<file path="src/sv/tws_pkg.sv">
// ----------------------------------------------------------------------------
// tws_pkg: shared types and constants of the two-way stack
// Store size, action and status codes, and the command/status bundles that
// run between the controller and the datapath.
// ----------------------------------------------------------------------------
package tws_pkg;

  localparam int DEPTH = 16;
  localparam int AW    = $clog2(DEPTH);
  localparam int CW    = $clog2(DEPTH + 1);
  localparam int WW    = 32;

  localparam logic [CW-1:0] DEPTH_CW = CW'(DEPTH);

  typedef enum logic [1:0] {
    ACT_PUSH = 2'd0,
    ACT_POP  = 2'd1,
    ACT_DUMP = 2'd2
  } action_t;

  typedef enum logic [1:0] {
    ST_OK        = 2'd0,
    ST_OVERFLOW  = 2'd1,
    ST_UNDERFLOW = 2'd2,
    ST_EMPTY     = 2'd3
  } status_t;

  // Controller to datapath
  typedef struct packed {
    logic    in_ready;   // take the request on the input channel
    logic    push_wr;    // write the pushed word, grow the side's count
    logic    pop_dec;    // shrink the side's count
    logic    rd_top;     // read the side's top entry, start the walk
    logic    rd_next;    // read the next entry of the walk
    logic    out_imm;    // load a result that needs no store read
    logic    out_mem;    // load a result from the store read data
    status_t imm_status; // status of an immediate result
  } tws_cmd_t;

  // Datapath to controller
  typedef struct packed {
    action_t action;     // action of the request on the input channel
    logic    full;       // both stacks together fill the store
    logic    side_empty; // the requested side holds no word
    logic    one_left;   // the word being read is the final one of the walk
    logic    out_free;   // output register can take a result this cycle
  } tws_stat_t;

endpackage

</file>
<file path="src/sv/tws_dp.sv">
// ----------------------------------------------------------------------------
// tws_dp: two-way stack datapath
// Stack counts, the shared word store with a registered read port, the walk
// pointer for pops and dumps, and the output register.
// ----------------------------------------------------------------------------
module tws_dp (
  input  logic                              clk,
  input  logic                              rst_n,
  input  tws_pkg::tws_cmd_t                 cmd,
  output tws_pkg::tws_stat_t                stat,
  input  logic [1:0]                        in_action,
  input  logic                              in_side,
  input  logic signed [tws_pkg::WW-1:0]     in_push_value,
  output logic                              out_valid,
  input  logic                              out_tready,
  output tws_pkg::status_t                  out_status,
  output logic signed [tws_pkg::WW-1:0]     out_data_word,
  output logic                              out_last
);
  import tws_pkg::*;

  logic [WW-1:0] mem [DEPTH];
  logic [WW-1:0] rd_data_r;

  logic [CW-1:0] low_cnt_r,  low_cnt_nxt;
  logic [CW-1:0] high_cnt_r, high_cnt_nxt;
  logic [CW-1:0] rem_r,      rem_nxt;
  logic [AW-1:0] ptr_r,      ptr_nxt;
  logic          side_r,     side_nxt;
  logic          out_valid_r, out_valid_nxt;
  status_t       out_status_r;
  logic [WW-1:0] out_word_r;
  logic          out_last_r;

  logic [CW:0]   cnt_sum;
  logic [CW-1:0] side_cnt;
  logic [AW-1:0] top_addr;
  logic [AW-1:0] wr_addr;
  logic [AW-1:0] ptr_step;
  logic [AW-1:0] rd_addr;
  logic          rd_en;
  action_t       action;

  assign action   = action_t'(in_action);
  assign cnt_sum  = {1'b0, low_cnt_r} + {1'b0, high_cnt_r};
  assign side_cnt = in_side ? high_cnt_r : low_cnt_r;

  // Top entry: just below the low count, or just above the high side's free space
  assign top_addr = in_side ? AW'(DEPTH_CW - side_cnt) : AW'(side_cnt - CW'(1));
  assign wr_addr  = in_side ? AW'(DEPTH_CW - CW'(1) - high_cnt_r) : AW'(low_cnt_r);
  // Walk toward the side's base
  assign ptr_step = side_r ? ptr_r + AW'(1) : ptr_r - AW'(1);

  assign rd_en   = cmd.rd_top | cmd.rd_next;
  assign rd_addr = cmd.rd_top ? top_addr : ptr_step;

  assign stat.action     = action;
  assign stat.full       = (cnt_sum == (CW+1)'(DEPTH));
  assign stat.side_empty = (side_cnt == '0);
  assign stat.one_left   = (rem_r == CW'(1));
  assign stat.out_free   = !out_valid_r || out_tready;

  always_ff @(posedge clk) begin
    if (cmd.push_wr) begin
      mem[wr_addr] <= in_push_value;
    end
    if (rd_en) begin
      rd_data_r <= mem[rd_addr];
    end
  end

  always_comb begin
    low_cnt_nxt   = low_cnt_r;
    high_cnt_nxt  = high_cnt_r;
    rem_nxt       = rem_r;
    ptr_nxt       = ptr_r;
    side_nxt      = side_r;
    out_valid_nxt = out_valid_r;

    if (cmd.push_wr) begin
      if (in_side) high_cnt_nxt = high_cnt_r + CW'(1);
      else         low_cnt_nxt  = low_cnt_r + CW'(1);
    end
    if (cmd.pop_dec) begin
      if (in_side) high_cnt_nxt = high_cnt_r - CW'(1);
      else         low_cnt_nxt  = low_cnt_r - CW'(1);
    end

    if (cmd.rd_top) begin
      ptr_nxt  = top_addr;
      side_nxt = in_side;
      rem_nxt  = (action == ACT_POP) ? CW'(1) : side_cnt;
    end else if (cmd.rd_next) begin
      ptr_nxt = ptr_step;
      rem_nxt = rem_r - CW'(1);
    end

    if (cmd.out_imm || cmd.out_mem) begin
      out_valid_nxt = 1'b1;
    end else if (out_tready) begin
      out_valid_nxt = 1'b0;
    end
  end

  always_ff @(posedge clk) begin
    if (!rst_n) begin
      low_cnt_r   <= '0;
      high_cnt_r  <= '0;
      rem_r       <= '0;
      ptr_r       <= '0;
      side_r      <= 1'b0;
      out_valid_r <= 1'b0;
    end else begin
      low_cnt_r   <= low_cnt_nxt;
      high_cnt_r  <= high_cnt_nxt;
      rem_r       <= rem_nxt;
      ptr_r       <= ptr_nxt;
      side_r      <= side_nxt;
      out_valid_r <= out_valid_nxt;
    end
  end

  // Output payload: no reset
  always_ff @(posedge clk) begin
    if (cmd.out_imm) begin
      out_status_r <= cmd.imm_status;
      out_word_r   <= (cmd.imm_status == ST_OK) ? in_push_value : '0;
      out_last_r   <= 1'b1;
    end else if (cmd.out_mem) begin
      out_status_r <= ST_OK;
      out_word_r   <= rd_data_r;
      out_last_r   <= stat.one_left;
    end
  end

  assign out_valid     = out_valid_r;
  assign out_status    = out_status_r;
  assign out_data_word = out_word_r;
  assign out_last      = out_last_r;

  a_cnt_bound: assert property (@(posedge clk) disable iff (!rst_n)
    cnt_sum <= (CW+1)'(DEPTH))
    else $error("stack counts exceed the store size");

  a_push_grows: assert property (@(posedge clk) disable iff (!rst_n)
    cmd.push_wr |=> cnt_sum == $past(cnt_sum) + (CW+1)'(1))
    else $error("push did not grow the stack counts by one");

  a_walk_remaining: assert property (@(posedge clk) disable iff (!rst_n)
    cmd.rd_next |-> rem_r > CW'(1))
    else $error("walk stepped past the final word");

endmodule

</file>
<file path="src/sv/tws_ctrl.sv">
// ----------------------------------------------------------------------------
// tws_ctrl: two-way stack controller
// Takes requests, decides on overflow and empty cases, and steps pop and
// dump reads through the store one word per output transfer.
// ----------------------------------------------------------------------------
module tws_ctrl (
  input  logic               clk,
  input  logic               rst_n,
  input  logic               in_tvalid,
  input  tws_pkg::tws_stat_t stat,
  output tws_pkg::tws_cmd_t  cmd
);
  import tws_pkg::*;

  typedef enum logic [1:0] {
    S_IDLE = 2'b01,
    S_DATA = 2'b10
  } state_t;

  state_t state_r, state_nxt;
  logic   take;

  assign take = (state_r == S_IDLE) && in_tvalid && stat.out_free;

  always_comb begin
    cmd            = '0;
    cmd.imm_status = ST_OK;
    cmd.in_ready   = (state_r == S_IDLE) && stat.out_free;
    state_nxt      = state_r;

    unique case (state_r)
      S_IDLE: begin
        if (take) begin
          case (stat.action)
            ACT_PUSH: begin
              cmd.out_imm    = 1'b1;
              cmd.imm_status = stat.full ? ST_OVERFLOW : ST_OK;
              cmd.push_wr    = !stat.full;
            end
            ACT_POP: begin
              if (stat.side_empty) begin
                cmd.out_imm    = 1'b1;
                cmd.imm_status = ST_UNDERFLOW;
              end else begin
                cmd.pop_dec = 1'b1;
                cmd.rd_top  = 1'b1;
                state_nxt   = S_DATA;
              end
            end
            ACT_DUMP: begin
              if (stat.side_empty) begin
                cmd.out_imm    = 1'b1;
                cmd.imm_status = ST_EMPTY;
              end else begin
                cmd.rd_top = 1'b1;
                state_nxt  = S_DATA;
              end
            end
            default: ; // drop unknown actions
          endcase
        end
      end
      S_DATA: begin
        // Hand over the read word and fetch the next one in the same cycle
        if (stat.out_free) begin
          cmd.out_mem = 1'b1;
          if (stat.one_left) begin
            state_nxt = S_IDLE;
          end else begin
            cmd.rd_next = 1'b1;
          end
        end
      end
      default: state_nxt = S_IDLE;
    endcase
  end

  always_ff @(posedge clk) begin
    if (!rst_n) begin
      state_r <= S_IDLE;
    end else begin
      state_r <= state_nxt;
    end
  end

  a_one_result_src: assert property (@(posedge clk) disable iff (!rst_n)
    !(cmd.out_imm && cmd.out_mem))
    else $error("two result sources in one cycle");

  a_walk_ends: assert property (@(posedge clk) disable iff (!rst_n)
    (state_r == S_DATA && cmd.out_mem && stat.one_left) |=> state_r == S_IDLE)
    else $error("walk did not return to idle after the final word");

  a_no_take_in_walk: assert property (@(posedge clk) disable iff (!rst_n)
    (state_r == S_DATA) |-> !cmd.push_wr && !cmd.pop_dec && !cmd.rd_top)
    else $error("new request handled during a walk");

endmodule

</file>
<file path="src/sv/two_way_stack_top.sv">
// ----------------------------------------------------------------------------
// two_way_stack_top: two stacks in one shared word store
// Stack side 0 grows up from entry 0, side 1 grows down from the last entry.
// ----------------------------------------------------------------------------
// A push, or any request that fails (overflow, underflow, dump of an empty
// side), gives its single result in the output register in the cycle after
// it is taken. A pop first reads the store, whose read port is registered,
// and then hands the word over. On a dump, the store's single read port
// delivers one word per cycle while the output side keeps tready high, the
// next read overlapping the current transfer. A new request is taken only
// when the previous one has handed over its final result to the output
// register and that register is free or being emptied. The store needs no
// clearing pass after reset.
module two_way_stack_top (
  input  logic        clk,
  input  logic        rst_n,
  input  logic        in_tvalid,
  output logic        in_tready,
  input  logic [31:0] in_tdata,  // [31:0] push_value
  input  logic [2:0]  in_tuser,  // [1:0] action, [2] side
  output logic        out_tvalid,
  input  logic        out_tready,
  output logic [31:0] out_tdata, // [31:0] data_word
  output logic [1:0]  out_tuser, // [1:0] status
  output logic        out_tlast
);
  import tws_pkg::*;

  tws_cmd_t  cmd;
  tws_stat_t stat;
  status_t   out_status;
  logic signed [WW-1:0] out_data_word;

  tws_ctrl u_ctrl (
    .clk       (clk),
    .rst_n     (rst_n),
    .in_tvalid (in_tvalid),
    .stat      (stat),
    .cmd       (cmd)
  );

  tws_dp u_dp (
    .clk           (clk),
    .rst_n         (rst_n),
    .cmd           (cmd),
    .stat          (stat),
    .in_action     (in_tuser[1:0]),
    .in_side       (in_tuser[2]),
    .in_push_value (in_tdata),
    .out_valid     (out_tvalid),
    .out_tready    (out_tready),
    .out_status    (out_status),
    .out_data_word (out_data_word),
    .out_last      (out_tlast)
  );

  assign in_tready = cmd.in_ready;
  assign out_tdata = out_data_word;
  assign out_tuser = out_status;

endmodule

</file>
<file path="config.mk">
export PLATFORM = sky130hd
export DESIGN_NAME = two_way_stack_top
export DESIGN_NICKNAME = d
export VERILOG_FILES = /design/src/sv/tws_pkg.sv /design/src/sv/tws_dp.sv /design/src/sv/tws_ctrl.sv /design/src/sv/two_way_stack_top.sv
export SDC_FILE = /design/constraint.sdc
export NUM_CORES = 1
export LEC_CHECK = 0
export BUFFER_PORTS_ARGS = -buffer_cell sky130_fd_sc_hd__buf_4
export CAP_MARGIN = 0
export CORE_ASPECT_RATIO = 1.1
export CORE_MARGIN = 5
export CORE_UTILIZATION = 25
export DETAILED_ROUTE_END_ITERATION = 6
export GPL_TIMING_DRIVEN = 0
export PLACE_DENSITY = 0.46
export REMOVE_ABC_BUFFERS = 1
export SYNTH_ARGS = -nofsm -noshare
export SYNTH_HDL_FRONTEND = slang
export SYNTH_SLANG_ARGS = --single-unit
</file>
<file path="constraint.sdc">
create_clock -name clk -period 7.1 [get_ports clk]
set_input_delay 1.065 -clock clk [delete_from_list [all_inputs] [get_ports clk]]
set_output_delay 1.065 -clock clk [all_outputs]
set_load 0.05 [all_outputs]
</file>
==> results_dict.tcl, run 1 <==
set metrics [dict create \
    cts_hold_buf 0 \
    mappedNetlistArea_um2 26500 \
    synthTopCellsByArea "edfxtp_1 65%, mux2i_1 3.9%, nand3_1 3.1%" \
    gp_congestion 0.716 \
    antenna_found_initial 0 \
    grtUsageTotal_pct 13.6 \
    avgRoutedWirePerCell_um 22.8 \
    finalCritPeriodShare_pct 86.9 \
    ant_nets 0 \
    drive_above_1_share_pct 13.5 \
    critPathMaxFanout 67 \
    initial_core_util_pct 25.1 \
    die_x_um 320 \
    setup_tns_ns 0 \
    clock-sinks 602 \
    r2r_start "u_dp.high_cnt_r[0]$_SDFF_PN0_" \
    final_area_um2 31600 \
    final_cell_mix "578 x edfxtp_1, 187 x nand2_1, 162 x nand3_1" \
    comb_power_share_pct 16.9 \
    start_kind "input port" \
    synth_top_area_share_pct 65.5 \
    ys_types 67 \
    synthArstFlopShare_pct 0 \
    synth-seq-area-share_pct 67.3 \
    dr.first_iter.drc_count 1517 \
    peakVddDrop_mv 0.147 \
    cts_made_buffers 70 \
    clock_latency_ns 0.61 \
    fin_ws_ns 0.931 \
    seqCellArea_um2 17800 \
    ff2ff_setup_slack_ns 1.33 \
    status "finished, final reports clean" \
    min_from "u_dp.out_last$_SDFFE_PP1P_" \
    holdPathEnd "u_dp.out_last$_SDFFE_PP1P_" \
    synth.avg_cell_area_um2 13.3 \
    layout.nets 2076 \
    fin_skew_ns 0.0144 \
    hp-class "register to register" \
    max_freq_mhz 162 \
    vias_per_cell 5.10 \
    yosys_warnings 0 \
    power_frac_seq_pct 45.0 \
    grt_max_degree 131 \
    reg2reg_to "u_dp.rd_data_r[13]$_DFFE_PP_" \
    synth_edf_count 578 \
    dpl.hpwl_mm 47.3 \
    cts_setup_buffers 0 \
    mostFrequentLayoutCell "edfxtp_1" \
    relSlewSlack_pct 8.44 \
    synth_top_flop_cell "edfxtp_1" \
    maxCapViolations 0 \
    die_height_um 351 \
    clockPowerShare_pct 38.1 \
    finalHoldViolCount 0 \
    multi_input_area_um2 8030 \
    dp_cells 3341 \
    finalMaxSlewViolations 0 \
    drt-total-wl_mm 79.0 \
    drc 0 \
    p_leak_nw 10.2 \
    p_int_mw 6.50 \
    h-tree-depth 3 \
    cts_tree "built" \
    dpl_worst_slack_ns 0.452 \
    first_global_vias 18000 \
    cp-end-kind "register" \
    globalRoute.totalOverflow 0 \
    dr.pass1.iters 6 \
    filler_cell_count 10500 \
    grt_pass1_wl_mm 117 \
    power_mw 8.97 \
    worstSetupPathType "input port to register" \
    worst_slew_pin_slew_ns 1.37 \
    io_pins 76 \
    finalSetupViolCount 0 \
    core_um2 105000 \
    area_growth_pct 19.3 \
    syn_inst 1994 \
    io_buffers 75 \
    row_count 125 \
    powerDensity_nw_per_um2 284 \
    cts_repair_resize_count 0 \
    arrival_ns 6.61 \
    synth_largest_area_cell "edfxtp_1" \
    vias 17700 \
    fin_crit_ns 6.17 \
    cts.path.max_buffers 3 \
    power.switching_mw 2.47 \
    whs_path_depth 2 \
    cts-root-buf "clkbuf_16" \
    die_area_um2 113000 \
    cts.clk_slew.worst_paths_ns 0.06 \
    critPathRequiredTime_ns 7.54 \
    yosys_register_bits 602 \
    fin_util_pct 30.0 \
    reg2regPathDepth 12 \
    final_cells 3467 \
    whs_ns 0.477 \
    sw_frac_of_total_pct 27.5 \
    rsz0062_at_grt "false" \
    place_area_um2 29500 \
]
-- worst max path at each step --
stage	slack (ns)	end	cells after the start	startpoint
after floorplan	0.19	u_dp.rd_data_r[17]$_DFFE_PP_	10	in_tuser[2]
after global placement	-5.40	u_dp.rd_data_r[29]$_DFFE_PP_	11	in_tuser[2]
after detailed placement	0.45	u_dp.rd_data_r[21]$_DFFE_PP_	13	in_tuser[2]
after CTS	1.07	u_dp.rd_data_r[21]$_DFFE_PP_	13	in_tuser[2]
after global routing	0.74	u_dp.rd_data_r[13]$_DFFE_PP_	13	in_tuser[2]
final	0.93	u_dp.rd_data_r[13]$_DFFE_PP_	13	in_tuser[2]
-- synthesized netlist by cell type (3+ instances only) --
cell type,instances
edfxtp_1,578
nand2_1,190
nand3_1,163
a21oi_1,112
clkbuf_1,112
mux2i_1,102
o21ai_0,72
nor2_1,70
a211oi_1,65
a221o_1,64
buf_2,51
and3_1,38
a211o_1,34
a311oi_1,33
a32oi_1,33
a22o_1,32
a22oi_1,32
o21ai_1,29
dfxtp_1,24
ha_1,19
inv_1,15
xnor2_1,13
nand2b_1,9
nor3_1,8
buf_6,7
buf_1,6
xor2_1,6
a21o_1,5
a31oi_1,5
and2_1,5
o211a_1,4
or3_1,4
nor2b_1,3
nor4_1,3
o31ai_1,3
-- per-layer routing --
layer / share of wire, % / GRT usage (%) / vias to the layer above
li1: - / - / 7884
met1: 43 / 18.2 / 9054
met2: 48 / 22.5 / 641
met3: 6.1 / 2.32 / 117
met4: 2.5 / 4.41 / 0
met5: 0 / 0 / -
-- critical path: stages --
cell,delay [ns]
buf_4,0.41
nand2_4,0.67
o21ai_1,0.43
inv_2,0.08
ha_1,0.27
o211ai_4,0.33
buf_12,0.28
nand2_2,0.80
mux2i_1,0.95
nand2_2,0.50
buf_12,0.33
a221o_1,0.27
nand3_1,0.12
-- state kept, by name, indices dropped and copies added, names as in the netlist --
register and cells:
u_dp.rd_data_r 32, u_dp.out_status 2, u_dp.low_cnt_r 5, u_dp.out_valid 1
u_dp.ptr_r 4, u_dp.mem 512, u_dp.out_last 1, u_dp.out_data_word 32
u_dp.rem_r 5, u_dp.side_r 1, u_ctrl.state_r 2, u_dp.high_cnt_r 5
-- layout make-up --
class,instances,share of cell area [%]
multi-input combinational,1197,25.4
timing repair buffer,128,5.62
clock inverter,43,1.06
antenna,1,0.00791
tap,1397,5.53
clock buffer,82,5.75
inverter,17,0.202
sequential,602,56.4
-- power by group through the flow --
stage	clock (mW)	combinational (mW)	sequential, mW
6_report	3.42	1.52	4.03
5_1_grt	3.69	1.64	4.04
4_1_cts	3.52	1.55	4.04
3_5_place_dp	0	1.54	4.11
3_3_place_gp	0	1.40	4.11
2_1_floorplan	0	0.794	4.15
-- cells by family after synthesis --
kind of cell    after synthesis  share of synthesized area, %
flops                       602                          67.3
fa+ha+maj                    21                          1.05
mux                         106                          4.13
xor+xnor                     19                         0.628
buf+inv                     195                          3.23
compound gates              540                          14.7
simple gates                511                          9.01
(Power assumes the default switching activity.)
==> run 2: changes to the inputs <==
ABC_AREA = 1   (was not set)
==> run 2 against run 1 <==
Against the previous run:
- non-clock buffer count decreased by 4
- count of clock-buffer cells in the layout grew 15
- utilization is essentially flat
- final cell count grew 21%
- hold slack gained 0.0068 ns
- critical path type unchanged
- largest cell class unchanged
- largest power group unchanged
- highest routed layer is now met5
==> results_dict.tcl, run 2 <==
set metrics [dict create \
    status "finished, final reports clean" \
    rsz0062_at_grt "false" \
    synth_top_flop_cell "edfxtp_1" \
    fin_util_pct 30.0 \
    h-tree-depth 3 \
    synth_common_cells "634 x nand3_1, 578 x edfxtp_1, 565 x inv_1" \
    io_buffers 75 \
    critPathRequiredTime_ns 7.46 \
    dp_cells 4058 \
    regMostFlops "u_dp.mem" \
    maxCapViolations 0 \
    crit_slowest_cell "nand2_8" \
    final_cell_mix "633 x nand3_1, 578 x edfxtp_1, 562 x inv_1" \
    finalMaxSlewViolations 0 \
    row_count 126 \
    reg2reg_to "u_dp.rd_data_r[15]$_DFFE_PP_" \
    io_pins 76 \
    start_kind "input port" \
    dr.first_iter.drc_count 1246 \
    cts_tree "built" \
    globalRoute.totalOverflow 0 \
    reg2regPathDepth 17 \
    critPathMaxFanout 121 \
    relSlewSlack_pct 36.9 \
    clock_latency_ns 0.60 \
    die_x_um 324 \
    final_cells 4185 \
    syn_inst 2662 \
    setup_tns_ns 0 \
    place_area_um2 30100 \
    synthArstFlopShare_pct 0 \
    core_um2 107000 \
    path_cells "buf_4 -> inv_2 -> nand2_1 -> and2_1 -> ha_1 -> inv_1 -> nor2_2 -> nand2_4 -> nand2_2 -> nand2_8 -> buf_16 -> nand2_8 -> buf_16 -> nand2_1 -> nand3_1 -> nand3_1 -> nand3_1 -> nand2_1" \
    final_area_um2 32200 \
    dr.pass1.iters 5 \
    cts-root-buf "clkbuf_16" \
    dpl.hpwl_mm 43.4 \
    crit_path_end "u_dp.rd_data_r[15]$_DFFE_PP_" \
    drt-total-wl_mm 74.2 \
    first_global_vias 17100 \
    cts_repair_resize_count 0 \
    power_mw 8.05 \
    grtUsageTotal_pct 12.8 \
    cts_made_buffers 70 \
    max_freq_mhz 209 \
    hp-class "register to register" \
    r2r_start "u_dp.low_cnt_r[1]$_SDFF_PN0_" \
    ys_types 33 \
    drive_above_1_share_pct 9.19 \
    die_area_um2 115000 \
    p_leak_nw 13.3 \
    vias 17700 \
    antenna_found_initial 5 \
    fin_skew_ns 0.0245 \
    vias_per_cell 4.24 \
    cts_setup_buffers 0 \
    area_growth_pct 18.9 \
    startpoint "in_tuser[2]" \
    arrival_ns 5.14 \
    finalHoldViolCount 0 \
    min_from "u_dp.out_last$_SDFFE_PP1P_" \
    mostFrequentLayoutCell "nand3_1" \
    ant_nets 0 \
    yosys_register_bits 602 \
    ff2ff_setup_slack_ns 2.60 \
    synth_edf_count 578 \
    worstSetupPathType "input port to register" \
    mappedNetlistArea_um2 27100 \
    initial_core_util_pct 25.2 \
    fin_crit_ns 4.78 \
    synthTopCellsByArea "edfxtp_1 64%, nand3_1 12%, inv_1 7.8%" \
    synth_top_area_share_pct 64.1 \
    finalCritPeriodShare_pct 67.4 \
    cp_slowest_stage_delay_ns 0.73 \
    cts_hold_buf 0 \
    worst_slew_pin_slew_ns 0.945 \
    layout.nets 2782 \
    cts.path.max_buffers 3 \
    drc 0 \
    avgRoutedWirePerCell_um 17.7 \
    powerDensity_nw_per_um2 250 \
    peakVddDrop_mv 0.152 \
    synth_largest_area_cell "edfxtp_1" \
    cp-end-kind "register" \
    yosysMostFrequentCell "nand3_1" \
    finalSetupViolCount 0 \
    largest_reg_flops 512 \
    gp_congestion 0.717 \
    clock-sinks 602 \
    yosys_warnings 0 \
    grt_max_degree 122 \
    die_height_um 355 \
    cts.clk_slew.worst_paths_ns 0.06 \
    grt_pass1_wl_mm 111 \
    synth.avg_cell_area_um2 10.2 \
    synth-seq-area-share_pct 65.9 \
]
==> run 2: how the worst min path moves through the flow <==
stage,endpoint,slack [ns],cells after the start
4_1_cts,u_dp.out_last$_SDFFE_PP1P_,0.49,2
2_1_floorplan,u_dp.rem_r[2]$_SDFFE_PN0P_,0.48,2
6_report,u_dp.out_last$_SDFFE_PP1P_,0.48,2
3_5_place_dp,u_dp.out_last$_SDFFE_PP1P_,0.47,2
5_1_grt,u_dp.out_last$_SDFFE_PP1P_,0.53,2
3_3_place_gp,u_dp.out_last$_SDFFE_PP1P_,0.46,2
==> run 2: cells by family after synthesis <==
group	Yosys count	synth area share [%]
AOI/OAI and AO/OA	87	1.69
xor gates and xnor gates	15	0.486
DFF	602	65.9
adders and majority gates	21	1.03
buffers and inverters	706	10.6
and+or+nand+nor	1231	20.2
==> run 2: area by class of cell <==
cell class | count | area (µm²)
clock inverters | 27 | 196
diodes | 3 | 7.51
repair buffers | 124 | 1780
multi-input cells | 1354 | 6550
clock buffers | 97 | 1880
fillers | 10900 | 75200
flip-flops and latches | 602 | 17800
inverters | 570 | 2150
well taps | 1408 | 1760
==> run 2: power breakdown <==
part | internal [mW] | switching (mW)
clock | 1.93 | 1.43
combinational | 0.212 | 0.522
sequential | 3.95 | 0.0110
total | 6.09 | 1.96
==> run 2: worst max-delay path: cells and delay by family <==
| kind | cells | cell delay (ns) |
|---|---|---|
| buffers and inverters | 5 | 1.27 |
| AND/OR/NAND/NOR | 12 | 2.30 |
| adder cells (fa/ha/maj) | 1 | 0.19 |
==> run 2: metrics by stage <==
stage | setup slack (ns) | hold slack (ns)
global placement | -3.60 | 0.463
finish | 2.32 | 0.483
CTS | 2.44 | 0.494
floorplan | 1.43 | 0.481
detailed placement | 1.81 | 0.475
global route | 2.16 | 0.527
==> run 2: routing by layer <==
| layer | vias up | global-route usage (%) | share of wire [%] |
|---|---|---|---|
| met3 | 102 | 2.06 | 4.8 |
| li1 | 8835 | - | - |
| met2 | 350 | 20.5 | 46 |
| met1 | 8449 | 18.1 | 47 |
| met5 | - | 0 | 0.038 |
| met4 | 4 | 3.20 | 1.8 |
